[config.mk]
export PLATFORM = sky130hd
export DESIGN_NAME = letterbox_nearest_upscaler
export DESIGN_NICKNAME = d
export VERILOG_FILES = /design/src/rtl/lnu_pkg.sv /design/src/rtl/lnu_divider.sv /design/src/rtl/lnu_queue.sv /design/src/rtl/lnu_front.sv /design/src/rtl/lnu_back.sv /design/src/rtl/letterbox_nearest_upscaler.sv
export SDC_FILE = /design/constraint.sdc
export NUM_CORES = 2
export LEC_CHECK = 0
export BUFFER_PORTS_ARGS = -buffer_cell sky130_fd_sc_hd__buf_4
export CAP_MARGIN = 30
export CORE_ASPECT_RATIO = 1.2
export CORE_MARGIN = 8
export CORE_UTILIZATION = 69
export DETAILED_ROUTE_END_ITERATION = 10
export PLACE_DENSITY = 0.87
export SLEW_MARGIN = 30
export SYNTH_ARGS = -nofsm -noshare
export SYNTH_HDL_FRONTEND = slang
export SYNTH_SLANG_ARGS = --single-unit
[constraint.sdc]
create_clock -name i_clk -period 12.6 [get_ports i_clk]
set_clock_uncertainty 0.2 [all_clocks]
set_input_delay 2.52 -clock i_clk [delete_from_list [all_inputs] [get_ports i_clk]]
set_output_delay 2.52 -clock i_clk [all_outputs]
set_load 0.01 [all_outputs]
[src/rtl/lnu_pkg.sv]
// Shared types, constants and widths of the letterbox nearest-neighbor upscaler
package lnu_pkg;

    // Block constants
    localparam int MAX_DIM         = 4096;
    localparam int MAX_SCALE       = 8;
    localparam int SCALE_FRAC_BITS = 16;

    // Field widths
    localparam int REG_W      = 13;
    localparam int COORD_W    = 12;
    localparam int COLOR_W    = 16;
    localparam int COLOR_FRAC = 4;
    localparam int CHAN_W     = 8;
    localparam int WORD_W     = 3 * CHAN_W;
    localparam int COLOR_MAX_Q = 255 * (1 << COLOR_FRAC);

    // Derived datapath widths
    localparam int SCALE_W   = SCALE_FRAC_BITS + $clog2(MAX_SCALE) + 1;
    localparam int DIV_NUM_W = REG_W + SCALE_FRAC_BITS;
    localparam int ACC_W     = SCALE_W + REG_W;
    localparam int QUO_W     = ACC_W - SCALE_FRAC_BITS;
    localparam int SPAN_W    = QUO_W + 1;
    localparam int PROD_W    = REG_W + SCALE_W + 1;
    localparam int ROUND_HALF = 1 << (SCALE_FRAC_BITS - 1);
    localparam logic [DIV_NUM_W-1:0] SCALE_CAP =
        DIV_NUM_W'(MAX_SCALE) << SCALE_FRAC_BITS;

    localparam int DEFAULT_QUEUE_DEPTH = 4;

    // Register reset values
    localparam logic [REG_W-1:0] RST_SRC_WIDTH  = REG_W'(320);
    localparam logic [REG_W-1:0] RST_SRC_HEIGHT = REG_W'(240);
    localparam logic [REG_W-1:0] RST_DST_WIDTH  = REG_W'(640);
    localparam logic [REG_W-1:0] RST_DST_HEIGHT = REG_W'(480);

    // Register indexes
    typedef enum logic [1:0] {
        CFG_SRC_WIDTH  = 2'd0,
        CFG_SRC_HEIGHT = 2'd1,
        CFG_DST_WIDTH  = 2'd2,
        CFG_DST_HEIGHT = 2'd3
    } t_cfg_idx;

    // Input transaction
    typedef struct packed {
        logic signed [COLOR_W-1:0] red_in;
        logic signed [COLOR_W-1:0] green_in;
        logic signed [COLOR_W-1:0] blue_in;
    } t_in_item;

    // Output transaction
    typedef struct packed {
        logic [COORD_W-1:0] dst_x;
        logic [COORD_W-1:0] dst_y;
        logic [WORD_W-1:0]  pixel_word;
        logic               last_write;
    } t_out_item;

    // One destination rectangle to paint, end coordinates exclusive
    typedef struct packed {
        logic [COORD_W-1:0] x_lo;
        logic [REG_W-1:0]   x_end;
        logic [COORD_W-1:0] y_lo;
        logic [REG_W-1:0]   y_end;
        logic [WORD_W-1:0]  pixel_word;
    } t_cmd;

    typedef struct packed {
        logic full;
        logic empty;
    } t_q_status;

    typedef struct packed {
        logic                 start;
        logic [DIV_NUM_W-1:0] num;
        logic [REG_W-1:0]     den;
    } t_div_req;

    typedef struct packed {
        logic                 done;
        logic [DIV_NUM_W-1:0] quo;
    } t_div_rsp;

    typedef enum logic [3:0] {
        FS_DIVX_GO,
        FS_DIVX_WAIT,
        FS_DIVY_GO,
        FS_DIVY_WAIT,
        FS_SCALE,
        FS_MULX,
        FS_OFFX,
        FS_MULY,
        FS_OFFY,
        FS_SPAN,
        FS_READY,
        FS_ADV
    } t_front_state;

endpackage

[src/rtl/lnu_divider.sv]
// Restoring divider, one quotient bit per cycle, for the frame scale
module lnu_divider (
    input  logic             i_clk,
    input  logic             i_rst_n,
    input  lnu_pkg::t_div_req i_req,
    output lnu_pkg::t_div_rsp o_rsp
);
    import lnu_pkg::*;

    localparam int CNT_W = $clog2(DIV_NUM_W + 1);

    logic                 r_busy;
    logic                 r_done;
    logic [CNT_W-1:0]     r_cnt;
    logic [REG_W-1:0]     r_rem;
    logic [REG_W-1:0]     r_den;
    logic [DIV_NUM_W-1:0] r_quo;

    logic [REG_W:0]       trial;
    logic                 fits;
    logic [REG_W-1:0]     n_rem;

    // Trial subtract of the divisor from the shifted remainder
    always_comb begin
        trial = {r_rem, r_quo[DIV_NUM_W-1]};
        fits  = trial >= {1'b0, r_den};
        if (fits) begin
            n_rem = REG_W'(trial - {1'b0, r_den});
        end else begin
            n_rem = REG_W'(trial);
        end
    end

    // Sequence control
    always_ff @(posedge i_clk) begin
        if (!i_rst_n) begin
            r_busy <= 1'b0;
            r_done <= 1'b0;
            r_cnt  <= '0;
        end else begin
            // pulse done on the last quotient step
            r_done <= !i_req.start && r_busy && (r_cnt == CNT_W'(1));
            if (i_req.start) begin
                r_busy <= 1'b1;
                r_cnt  <= CNT_W'(DIV_NUM_W);
            end else if (r_busy) begin
                r_cnt <= r_cnt - CNT_W'(1);
                if (r_cnt == CNT_W'(1)) begin
                    r_busy <= 1'b0;
                end
            end
        end
    end

    // Shift the numerator out and the quotient in
    always_ff @(posedge i_clk) begin
        if (i_req.start) begin
            r_rem <= '0;
            r_den <= i_req.den;
            r_quo <= i_req.num;
        end else if (r_busy) begin
            r_rem <= n_rem;
            r_quo <= {r_quo[DIV_NUM_W-2:0], fits};
        end
    end

    assign o_rsp.done = r_done;
    assign o_rsp.quo  = r_quo;

endmodule

[src/rtl/lnu_queue.sv]
// Command queue between the span front end and the write back end
module lnu_queue #(
    parameter int DEPTH = lnu_pkg::DEFAULT_QUEUE_DEPTH
) (
    input  logic               i_clk,
    input  logic               i_rst_n,
    input  logic               i_push,
    input  lnu_pkg::t_cmd      i_push_cmd,
    input  logic               i_pop,
    output lnu_pkg::t_cmd      o_pop_cmd,
    output lnu_pkg::t_q_status o_status
);
    import lnu_pkg::*;

    localparam int PTR_W = (DEPTH > 1) ? $clog2(DEPTH) : 1;
    localparam int CNT_W = $clog2(DEPTH + 1);

    t_cmd             r_mem [DEPTH];
    logic [PTR_W-1:0] r_wr;
    logic [PTR_W-1:0] r_rd;
    logic [CNT_W-1:0] r_count;

    // Pointers and fill level
    always_ff @(posedge i_clk) begin
        if (!i_rst_n) begin
            r_wr    <= '0;
            r_rd    <= '0;
            r_count <= '0;
        end else begin
            if (i_push) begin
                r_wr <= (r_wr == PTR_W'(DEPTH - 1)) ? '0 : r_wr + PTR_W'(1);
            end
            if (i_pop) begin
                r_rd <= (r_rd == PTR_W'(DEPTH - 1)) ? '0 : r_rd + PTR_W'(1);
            end
            if (i_push && !i_pop) begin
                r_count <= r_count + CNT_W'(1);
            end else if (i_pop && !i_push) begin
                r_count <= r_count - CNT_W'(1);
            end
        end
    end

    // Store entries
    always_ff @(posedge i_clk) begin
        if (i_push) begin
            r_mem[r_wr] <= i_push_cmd;
        end
    end

    assign o_pop_cmd      = r_mem[r_rd];
    assign o_status.full  = (r_count == CNT_W'(DEPTH));
    assign o_status.empty = (r_count == '0);

endmodule

[src/rtl/lnu_front.sv]
// Front end: registers, frame setup, pixel packing and span computation
module lnu_front (
    input  logic                        i_clk,
    input  logic                        i_rst_n,
    input  logic                        i_cfg_we,
    input  lnu_pkg::t_cfg_idx           i_cfg_index,
    input  logic [lnu_pkg::REG_W-1:0]   i_cfg_data,
    input  logic                        i_in_valid,
    input  lnu_pkg::t_in_item           i_in_data,
    output logic                        o_in_stall,
    output logic                        o_push,
    output lnu_pkg::t_cmd               o_push_cmd,
    input  lnu_pkg::t_q_status          i_q_status,
    output lnu_pkg::t_div_req           o_div_req,
    input  lnu_pkg::t_div_rsp           i_div_rsp
);
    import lnu_pkg::*;

    // Map a register value to the range 1..MAX_DIM
    function automatic logic [REG_W-1:0] clamp_dim(input logic [REG_W-1:0] v);
        logic [REG_W-1:0] r;
        r = v;
        if (v == '0) begin
            r = REG_W'(1);
        end else if (32'(v) > MAX_DIM) begin
            r = REG_W'(MAX_DIM);
        end
        return r;
    endfunction

    // Clamp a Q12.4 component to 0..255 and drop the fraction
    function automatic logic [CHAN_W-1:0] color8(input logic signed [COLOR_W-1:0] c);
        logic [CHAN_W-1:0] r;
        if (c[COLOR_W-1]) begin
            r = '0;
        end else if ($unsigned(c) > COLOR_W'(COLOR_MAX_Q)) begin
            r = '1;
        end else begin
            r = c[COLOR_FRAC+CHAN_W-1:COLOR_FRAC];
        end
        return r;
    endfunction

    // Round the scaled size, clip it to the destination and center it
    function automatic logic [COORD_W-1:0] fit_offset(input logic [PROD_W-1:0] prod,
                                                      input logic [REG_W-1:0] d);
        logic [PROD_W-1:0] rnd;
        logic [PROD_W-1:0] outv;
        logic [PROD_W-1:0] dd;
        rnd  = prod + PROD_W'(ROUND_HALF);
        outv = rnd >> SCALE_FRAC_BITS;
        dd   = PROD_W'(d);
        if (outv > dd) begin
            outv = dd;
        end
        return COORD_W'((dd - outv) >> 1);
    endfunction

    t_front_state r_state;
    t_front_state n_state;

    logic [REG_W-1:0]     r_src_w;
    logic [REG_W-1:0]     r_src_h;
    logic [REG_W-1:0]     r_dst_w;
    logic [REG_W-1:0]     r_dst_h;
    logic [DIV_NUM_W-1:0] r_sx;
    logic [DIV_NUM_W-1:0] r_sy;
    logic [SCALE_W-1:0]   r_scale;
    logic [PROD_W-1:0]    r_prod;
    logic [COORD_W-1:0]   r_off_c;
    logic [COORD_W-1:0]   r_off_r;
    logic [COORD_W-1:0]   r_col;
    logic [COORD_W-1:0]   r_row;
    logic [ACC_W-1:0]     r_col_acc;
    logic [ACC_W-1:0]     r_col_nxt;
    logic [ACC_W-1:0]     r_row_acc;
    logic [ACC_W-1:0]     r_row_nxt;
    logic [SPAN_W-1:0]    r_x_lo;
    logic [SPAN_W-1:0]    r_x_hi;
    logic [SPAN_W-1:0]    r_y_lo;
    logic [SPAN_W-1:0]    r_y_hi;

    logic [REG_W-1:0]     sw;
    logic [REG_W-1:0]     sh;
    logic [REG_W-1:0]     dw;
    logic [REG_W-1:0]     dh;
    logic [DIV_NUM_W-1:0] s_min;
    logic [DIV_NUM_W-1:0] s_cap;
    logic [REG_W-1:0]     mul_dim;
    logic [PROD_W-1:0]    mul_prod;
    logic [QUO_W-1:0]     col_lo_q;
    logic [QUO_W-1:0]     col_hi_q;
    logic [QUO_W-1:0]     row_lo_q;
    logic [QUO_W-1:0]     row_hi_q;
    logic [SPAN_W-1:0]    x_lo_n;
    logic [SPAN_W-1:0]    x_hi_n;
    logic [SPAN_W-1:0]    y_lo_n;
    logic [SPAN_W-1:0]    y_hi_n;
    logic                 span_empty;
    logic                 col_last;
    logic                 row_last;

    assign sw = clamp_dim(r_src_w);
    assign sh = clamp_dim(r_src_h);
    assign dw = clamp_dim(r_dst_w);
    assign dh = clamp_dim(r_dst_h);

    // Scale: smaller axis ratio, capped
    always_comb begin
        s_min = (r_sx < r_sy) ? r_sx : r_sy;
        s_cap = (s_min > SCALE_CAP) ? SCALE_CAP : s_min;
    end

    // One multiplier for both output sizes
    assign mul_dim  = (r_state == FS_MULY) ? sh : sw;
    assign mul_prod = PROD_W'(mul_dim) * PROD_W'(r_scale);

    // Span start and end from the running products position * scale
    always_comb begin
        col_lo_q = r_col_acc[ACC_W-1:SCALE_FRAC_BITS];
        col_hi_q = r_col_nxt[ACC_W-1:SCALE_FRAC_BITS];
        row_lo_q = r_row_acc[ACC_W-1:SCALE_FRAC_BITS];
        row_hi_q = r_row_nxt[ACC_W-1:SCALE_FRAC_BITS];
        x_lo_n = SPAN_W'(r_off_c) + SPAN_W'(col_lo_q);
        y_lo_n = SPAN_W'(r_off_r) + SPAN_W'(row_lo_q);
        // widen a span of zero to one pixel
        x_hi_n = SPAN_W'(r_off_c) + ((col_hi_q == col_lo_q) ?
                 SPAN_W'(col_lo_q) + SPAN_W'(1) : SPAN_W'(col_hi_q));
        y_hi_n = SPAN_W'(r_off_r) + ((row_hi_q == row_lo_q) ?
                 SPAN_W'(row_lo_q) + SPAN_W'(1) : SPAN_W'(row_hi_q));
    end

    // Clip the span to the destination and pack the color
    always_comb begin
        span_empty = (r_x_lo >= SPAN_W'(dw)) || (r_y_lo >= SPAN_W'(dh));
        o_push_cmd.x_lo  = COORD_W'(r_x_lo);
        o_push_cmd.y_lo  = COORD_W'(r_y_lo);
        o_push_cmd.x_end = (r_x_hi > SPAN_W'(dw)) ? dw : REG_W'(r_x_hi);
        o_push_cmd.y_end = (r_y_hi > SPAN_W'(dh)) ? dh : REG_W'(r_y_hi);
        o_push_cmd.pixel_word = {color8(i_in_data.red_in),
                                 color8(i_in_data.green_in),
                                 color8(i_in_data.blue_in)};
    end

    assign col_last = ({1'b0, r_col} + REG_W'(1)) == sw;
    assign row_last = ({1'b0, r_row} + REG_W'(1)) == sh;

    // State register
    always_ff @(posedge i_clk) begin
        if (!i_rst_n) begin
            r_state <= FS_DIVX_GO;
        end else begin
            r_state <= n_state;
        end
    end

    // Next state and handshake
    always_comb begin
        n_state         = r_state;
        o_in_stall      = 1'b1;
        o_push          = 1'b0;
        o_div_req.start = 1'b0;
        o_div_req.num   = {dw, {SCALE_FRAC_BITS{1'b0}}};
        o_div_req.den   = sw;
        unique case (r_state)
            FS_DIVX_GO: begin
                o_div_req.start = 1'b1;
                n_state = FS_DIVX_WAIT;
            end
            FS_DIVX_WAIT: begin
                if (i_div_rsp.done) begin
                    n_state = FS_DIVY_GO;
                end
            end
            FS_DIVY_GO: begin
                o_div_req.start = 1'b1;
                o_div_req.num   = {dh, {SCALE_FRAC_BITS{1'b0}}};
                o_div_req.den   = sh;
                n_state = FS_DIVY_WAIT;
            end
            FS_DIVY_WAIT: begin
                if (i_div_rsp.done) begin
                    n_state = FS_SCALE;
                end
            end
            FS_SCALE: n_state = FS_MULX;
            FS_MULX:  n_state = FS_OFFX;
            FS_OFFX:  n_state = FS_MULY;
            FS_MULY:  n_state = FS_OFFY;
            FS_OFFY:  n_state = FS_SPAN;
            FS_SPAN:  n_state = FS_READY;
            FS_READY: begin
                o_in_stall = i_q_status.full;
                if (i_in_valid && !i_q_status.full) begin
                    // drop a pixel that lands fully outside the destination
                    o_push  = !span_empty;
                    n_state = FS_ADV;
                end
            end
            FS_ADV: begin
                n_state = (col_last && row_last) ? FS_DIVX_GO : FS_SPAN;
            end
            default: n_state = FS_DIVX_GO;
        endcase
        // restart the frame on any register write
        if (i_cfg_we) begin
            n_state = FS_DIVX_GO;
        end
    end

    // Configuration registers
    always_ff @(posedge i_clk) begin
        if (!i_rst_n) begin
            r_src_w <= RST_SRC_WIDTH;
            r_src_h <= RST_SRC_HEIGHT;
            r_dst_w <= RST_DST_WIDTH;
            r_dst_h <= RST_DST_HEIGHT;
        end else if (i_cfg_we) begin
            unique case (i_cfg_index)
                CFG_SRC_WIDTH:  r_src_w <= i_cfg_data;
                CFG_SRC_HEIGHT: r_src_h <= i_cfg_data;
                CFG_DST_WIDTH:  r_dst_w <= i_cfg_data;
                CFG_DST_HEIGHT: r_dst_h <= i_cfg_data;
                default: ;
            endcase
        end
    end

    // Raster position
    always_ff @(posedge i_clk) begin
        if (!i_rst_n) begin
            r_col <= '0;
            r_row <= '0;
        end else if (r_state == FS_OFFY) begin
            r_col <= '0;
            r_row <= '0;
        end else if (r_state == FS_ADV) begin
            if (col_last) begin
                r_col <= '0;
                r_row <= row_last ? '0 : r_row + COORD_W'(1);
            end else begin
                r_col <= r_col + COORD_W'(1);
            end
        end
    end

    // Frame setup and span datapath
    always_ff @(posedge i_clk) begin
        case (r_state)
            FS_DIVX_WAIT: begin
                if (i_div_rsp.done) begin
                    r_sx <= i_div_rsp.quo;
                end
            end
            FS_DIVY_WAIT: begin
                if (i_div_rsp.done) begin
                    r_sy <= i_div_rsp.quo;
                end
            end
            FS_SCALE: r_scale <= SCALE_W'(s_cap);
            FS_MULX:  r_prod  <= mul_prod;
            FS_OFFX:  r_off_c <= fit_offset(r_prod, dw);
            FS_MULY:  r_prod  <= mul_prod;
            FS_OFFY: begin
                r_off_r   <= fit_offset(r_prod, dh);
                r_col_acc <= '0;
                r_col_nxt <= ACC_W'(r_scale);
                r_row_acc <= '0;
                r_row_nxt <= ACC_W'(r_scale);
            end
            FS_SPAN: begin
                r_x_lo <= x_lo_n;
                r_x_hi <= x_hi_n;
                r_y_lo <= y_lo_n;
                r_y_hi <= y_hi_n;
            end
            FS_ADV: begin
                // advance the running products by one scale step
                if (col_last) begin
                    r_col_acc <= '0;
                    r_col_nxt <= ACC_W'(r_scale);
                    r_row_acc <= r_row_nxt;
                    r_row_nxt <= r_row_nxt + ACC_W'(r_scale);
                end else begin
                    r_col_acc <= r_col_nxt;
                    r_col_nxt <= r_col_nxt + ACC_W'(r_scale);
                end
            end
            default: ;
        endcase
    end

endmodule

[src/rtl/lnu_back.sv]
// Back end: walks each queued rectangle and issues one write per pixel
module lnu_back (
    input  logic               i_clk,
    input  logic               i_rst_n,
    input  lnu_pkg::t_q_status i_q_status,
    input  lnu_pkg::t_cmd      i_pop_cmd,
    output logic               o_pop,
    output logic               o_out_valid,
    output lnu_pkg::t_out_item o_out_data,
    input  logic               i_out_stall
);
    import lnu_pkg::*;

    logic               r_busy;
    logic               r_out_valid;
    t_out_item          r_out_data;
    t_cmd               r_cmd;
    logic [COORD_W-1:0] r_x;
    logic [COORD_W-1:0] r_y;

    logic slot_free;
    logic emit;
    logic x_last;
    logic y_last;
    logic item_done;
    logic load;

    // Emit when the output register is free or being taken
    always_comb begin
        slot_free = !r_out_valid || !i_out_stall;
        emit      = r_busy && slot_free;
        x_last    = ({1'b0, r_x} + REG_W'(1)) == r_cmd.x_end;
        y_last    = ({1'b0, r_y} + REG_W'(1)) == r_cmd.y_end;
        item_done = x_last && y_last;
        // take the next rectangle as the current one finishes
        load      = !i_q_status.empty && (!r_busy || (emit && item_done));
    end

    assign o_pop = load;

    // Control
    always_ff @(posedge i_clk) begin
        if (!i_rst_n) begin
            r_busy      <= 1'b0;
            r_out_valid <= 1'b0;
        end else begin
            if (emit) begin
                r_out_valid <= 1'b1;
            end else if (!i_out_stall) begin
                r_out_valid <= 1'b0;
            end
            if (load) begin
                r_busy <= 1'b1;
            end else if (emit && item_done) begin
                r_busy <= 1'b0;
            end
        end
    end

    // Walk the rectangle in row-major order and hold the output transaction
    always_ff @(posedge i_clk) begin
        if (emit) begin
            r_out_data.dst_x      <= r_x;
            r_out_data.dst_y      <= r_y;
            r_out_data.pixel_word <= r_cmd.pixel_word;
            r_out_data.last_write <= item_done;
        end
        if (load) begin
            r_cmd <= i_pop_cmd;
            r_x   <= i_pop_cmd.x_lo;
            r_y   <= i_pop_cmd.y_lo;
        end else if (emit) begin
            if (x_last) begin
                r_x <= r_cmd.x_lo;
                r_y <= r_y + COORD_W'(1);
            end else begin
                r_x <= r_x + COORD_W'(1);
            end
        end
    end

    assign o_out_valid = r_out_valid;
    assign o_out_data  = r_out_data;

endmodule

[src/rtl/letterbox_nearest_upscaler.sv]
// Top level of the letterbox nearest-neighbor upscaler
// Source pixels are taken in raster order and each is painted as a rectangle of
// destination writes, one write per cycle from the back end while the output
// is not stalled, row-major, with last_write on the final write of the pixel.
// The front end takes each source pixel through three steps (accept, raster
// advance, span update); the command queue lets the two ends run apart while
// the output is stalled. Frame setup runs after reset, after every register
// write and after the last pixel of each frame: two 29-step divisions on the
// shared divider plus the size and offset steps, during which no pixel is taken.
// Write registers only while idle.
module letterbox_nearest_upscaler #(
    parameter int QUEUE_DEPTH = lnu_pkg::DEFAULT_QUEUE_DEPTH
) (
    input  logic                      i_clk,
    input  logic                      i_rst_n,
    input  logic                      i_cfg_we,
    input  lnu_pkg::t_cfg_idx         i_cfg_index,
    input  logic [lnu_pkg::REG_W-1:0] i_cfg_data,
    input  logic                      i_in_valid,
    input  lnu_pkg::t_in_item         i_in_data,
    output logic                      o_in_stall,
    output logic                      o_out_valid,
    output lnu_pkg::t_out_item        o_out_data,
    input  logic                      i_out_stall
);
    import lnu_pkg::*;

    logic      push;
    t_cmd      push_cmd;
    logic      pop;
    t_cmd      pop_cmd;
    t_q_status q_status;
    t_div_req  div_req;
    t_div_rsp  div_rsp;

    // Shared divider for the frame scale
    lnu_divider u_divider (
        .i_clk   (i_clk),
        .i_rst_n (i_rst_n),
        .i_req   (div_req),
        .o_rsp   (div_rsp)
    );

    // Span front end
    lnu_front u_front (
        .i_clk       (i_clk),
        .i_rst_n     (i_rst_n),
        .i_cfg_we    (i_cfg_we),
        .i_cfg_index (i_cfg_index),
        .i_cfg_data  (i_cfg_data),
        .i_in_valid  (i_in_valid),
        .i_in_data   (i_in_data),
        .o_in_stall  (o_in_stall),
        .o_push      (push),
        .o_push_cmd  (push_cmd),
        .i_q_status  (q_status),
        .o_div_req   (div_req),
        .i_div_rsp   (div_rsp)
    );

    // Rectangle queue
    lnu_queue #(
        .DEPTH (QUEUE_DEPTH)
    ) u_queue (
        .i_clk      (i_clk),
        .i_rst_n    (i_rst_n),
        .i_push     (push),
        .i_push_cmd (push_cmd),
        .i_pop      (pop),
        .o_pop_cmd  (pop_cmd),
        .o_status   (q_status)
    );

    // Write back end
    lnu_back u_back (
        .i_clk       (i_clk),
        .i_rst_n     (i_rst_n),
        .i_q_status  (q_status),
        .i_pop_cmd   (pop_cmd),
        .o_pop       (pop),
        .o_out_valid (o_out_valid),
        .o_out_data  (o_out_data),
        .i_out_stall (i_out_stall)
    );

endmodule

==> results.json <==
{
  "grt_pass1_vias": 38400,
  "drv_cap": 0,
  "final_cell_mix": "765 x edfxtp_1, 515 x nand2_1, 411 x inv_1",
  "swShare_pct": 27.0,
  "period_minus_slack_ns": 8.61,
  "vias": 37900,
  "cts-root-buf": "clkbuf_16",
  "viasPerCell": 6.49,
  "area_growth_pct": 9.23,
  "final.period_utilization_pct": 68.3,
  "final_hold_viol_count": 0,
  "post_cts_resized": 0,
  "fin_cells": 5836,
  "synth_area_leaders": "edfxtp_1 44%, fa_1 7.9%, ha_1 7.5%, dfxtp_1 4.2%, nand2_1 3.7%",
  "hold_path_startpoint": "u_back.r_cmd[4]",
  "synth-seq-cells": 876,
  "arrival_ns": 8.81,
  "ys_types": 82,
  "ant_nets": 0,
  "place.gp.congestion": 0.963,
  "tightest_slew_ns": 1.15,
  "drt-initial-drc-count": 3758,
  "worstSetupStartpointType": "flop",
  "relSlewSlack_pct": 23.1,
  "synthesis.area_mm2": 0.0527,
  "setup_violations": 0,
  "syn_avg_cell_area_um2": 11.3,
  "r2r_cells": 21,
  "cts_made_buffers": 85,
  "cts_setup_buffers": 0,
  "r2r-start": "u_front.r_state[1]",
  "routedWlPerCell_um": 23.6,
  "worstHoldEndpoint": "u_back.o_out_data[5]",
  "grt_max_degree": 75,
  "crit_fanout": 34,
  "drive_above_1_share_pct": 10.2,
  "reg2reg_slack_ns": 3.99,
  "worstSetupPathType": "flop to flop",
  "syn_inst": 4667,
  "p_clk_share_pct": 37.2,
  "postSynth.asyncResetShare_pct": 0,
  "yosysWarnings": 0,
  "dr.pass1.iters": 6,
  "holdPathStages": 0,
  "clkLatencyLatePin_ns": 0.67,
  "cts_tree": "built",
  "grt-ovfl-total": 0,
  "worstPathRequired_ns": 12.80,
  "cts.sinks": 876,
  "die_w_um": 268,
  "core_mm2": 0.0760,
  "num-fill-cells": 4486,
  "power_density_mw_per_mm2": 122,
  "h-tree-depth": 3,
  "cts_hold_buffers": 0,
  "vdd.ir_drop.worst_mv": 0.125,
  "max_freq_ghz": 0.116,
  "antenna_found_initial": 2,
  "routed_wl_mm": 138,
  "slew_viol_final": 0,
  "rsz0062_at_grt": "no",
  "place_hpwl_mm": 91.5,
  "power_frac_seq_pct": 45.9,
  "clk_pin_slew_worst_paths_ns": 0.07,
  "final_nets": 5339,
  "grt.total_usage_pct": 31.6,
  "endpoint_kind": "flop",
  "power.switching_mw": 1.89,
  "rows": 111,
  "grt_first_pass_wirelength_mm": 211,
  "status": "finished, final reports clean",
  "boundaryPins": 119,
  "die_h_um": 319,
  "internal_power_mw": 5.12,
  "tns_ns": 0,
  "synth_top_area_share_pct": 43.6,
  "drc": 0,
  "synth-edff-count": 765,
  "die-area_mm2": 0.0855,
  "hp-class": "flop to flop",
  "start_util_pct": 69.4,
  "regToRegEndpoint": "u_front.r_prod[31]",
  "yosysTopAreaCell": "edfxtp_1",
  "place_inst": 5675,
  "comb_power_share_pct": 16.9,
  "synthFlopType": "edfxtp_1",
  "final_common_cell": "edfxtp_1",
  "cts_max_path_buffers": 3,
  "yosysSeqAreaShare_pct": 47.8,
  "power.leakage_nw": 22.6,
  "port_buffers": 118,
  "syn_nets": 5260
}
==> power by group through the flow <==
stage	sequential, mW	combinational [mW]	clock, mW
6_report	3.22	1.18	2.61
5_1_grt	3.22	1.32	2.72
4_1_cts	3.22	1.17	2.63
3_5_place_dp	3.28	1.15	0
3_3_place_gp	3.28	1.09	0
2_1_floorplan	3.27	0.865	0
==> metrics by stage <==
| step | total power [mW] | hold slack, ns | area [um2] | util (%) | setup slack, ns |
|---|---|---|---|---|---|
| 5_1_grt | 7.26 | 0.232 | 57600 | 75.8 | 3.52 |
| 3_3_place_gp | 4.37 | 0.201 | 54700 | 72.0 | 3.58 |
| 4_1_cts | 7.01 | 0.216 | 57500 | 75.7 | 3.64 |
| 6_report | 7.01 | 0.218 | 57600 | 75.8 | 3.99 |
| 2_1_floorplan | 4.13 | 0.200 | 52700 | - | 5.81 |
| 3_5_place_dp | 4.43 | 0.205 | 54700 | 72.0 | 3.76 |
==> cells by family after synthesis <==
kind of cell    Yosys count  synth area share (%)
simple gates           1442                  13.4
buf+inv                 595                  4.28
compound gates          755                  8.94
mux                     183                  5.35
fa+ha+maj               525                  15.4
xor+xnor                291                  4.83
flops                   876                  47.8
==> metal layers <==
metal / share of wire, % / track usage [%] / up-vias
li1: - / - / 16700
met1: 35 / 36.2 / 18300
met2: 49 / 53.7 / 2247
met3: 8.5 / 5.69 / 658
met4: 8.0 / 21.5 / 0
met5: 0 / 0 / -
==> worst max-delay path by stage <==
stage	slack, ns	cells after the start	endpoint	start
after global placement	3.58	21	u_front.r_prod[31]	u_front.r_state[1]
after global routing	3.52	21	u_front.r_prod[31]	u_front.r_state[1]
after floorplan	5.81	24	u_front.r_prod[31]	u_front.r_state[0]
final	3.99	21	u_front.r_prod[31]	u_front.r_state[1]
after CTS	3.64	21	u_front.r_prod[31]	u_front.r_state[1]
after detailed placement	3.76	21	u_front.r_prod[31]	u_front.r_state[1]
==> worst max-delay path, cell delays in order (launching register included) <==
cell	delay (ns)
dfxtp_2	0.73
nand4b_2	0.65
o21ai_2	0.91
nand2_1	0.18
fa_1	0.58
inv_1	0.06
fa_1	0.47
ha_1	0.31
ha_1	0.28
inv_1	0.05
fa_1	0.52
inv_1	0.04
ha_1	0.26
and4_1	0.18
or4b_1	0.43
o32ai_1	0.42
o211ai_1	0.25
a2111oi_0	0.83
nor4_1	0.18
o31ai_1	0.33
a2111oi_0	0.15
a311o_1	0.34
==> cell type report <==
class / count / area (um2) / area share [%]
multi-input combinational: 3196 / 25400 / 44.1
sequential: 876 / 25200 / 43.8
clock buffer: 111 / 2380 / 4.13
inverter: 413 / 1550 / 2.70
timing repair buffer: 174 / 1330 / 2.31
tap: 1017 / 1270 / 2.21
clock inverter: 47 / 444 / 0.771
antenna: 2 / 5.00 / 0.00869
==> cell usage after synthesis, drive strengths merged, types with 23 or more instances <==
library cell / n
ha: 318
mux2i: 69
xor2: 137
nor2: 237
clkbuf: 160
a21oi: 240
nand4: 54
mux4: 74
nor2b: 75
nand2: 519
nor3: 67
nand3: 106
fa: 207
o21ai: 186
a21o: 86
a31oi: 23
nand2b: 55
and3: 41
inv: 413
edfxtp: 765
nor4: 47
xnor2: 154
and2: 131
dfxtp: 111
o21a: 23
or3: 30
a21boi: 54
mux2: 40
==> flip-flops by register name, indices dropped and copies added (netlist names), 17 cells and up, named ones only <==
name               cells
u_queue.r_mem        296
u_divider.r_quo       29
u_front.r_prod        18
u_front.r_y_lo        18
u_front.r_y_hi        18
u_front.r_scale       20
u_front.r_sy          29
u_front.r_x_lo        18
u_back.o_out_data     49
u_front.r_col_acc     17
u_front.r_row_nxt     33
u_front.r_sx          29
u_back.r_cmd          62
u_front.r_x_hi        18
u_front.r_col_nxt     33
u_front.r_row_acc     17
Power figures use the tool's default switching activity.
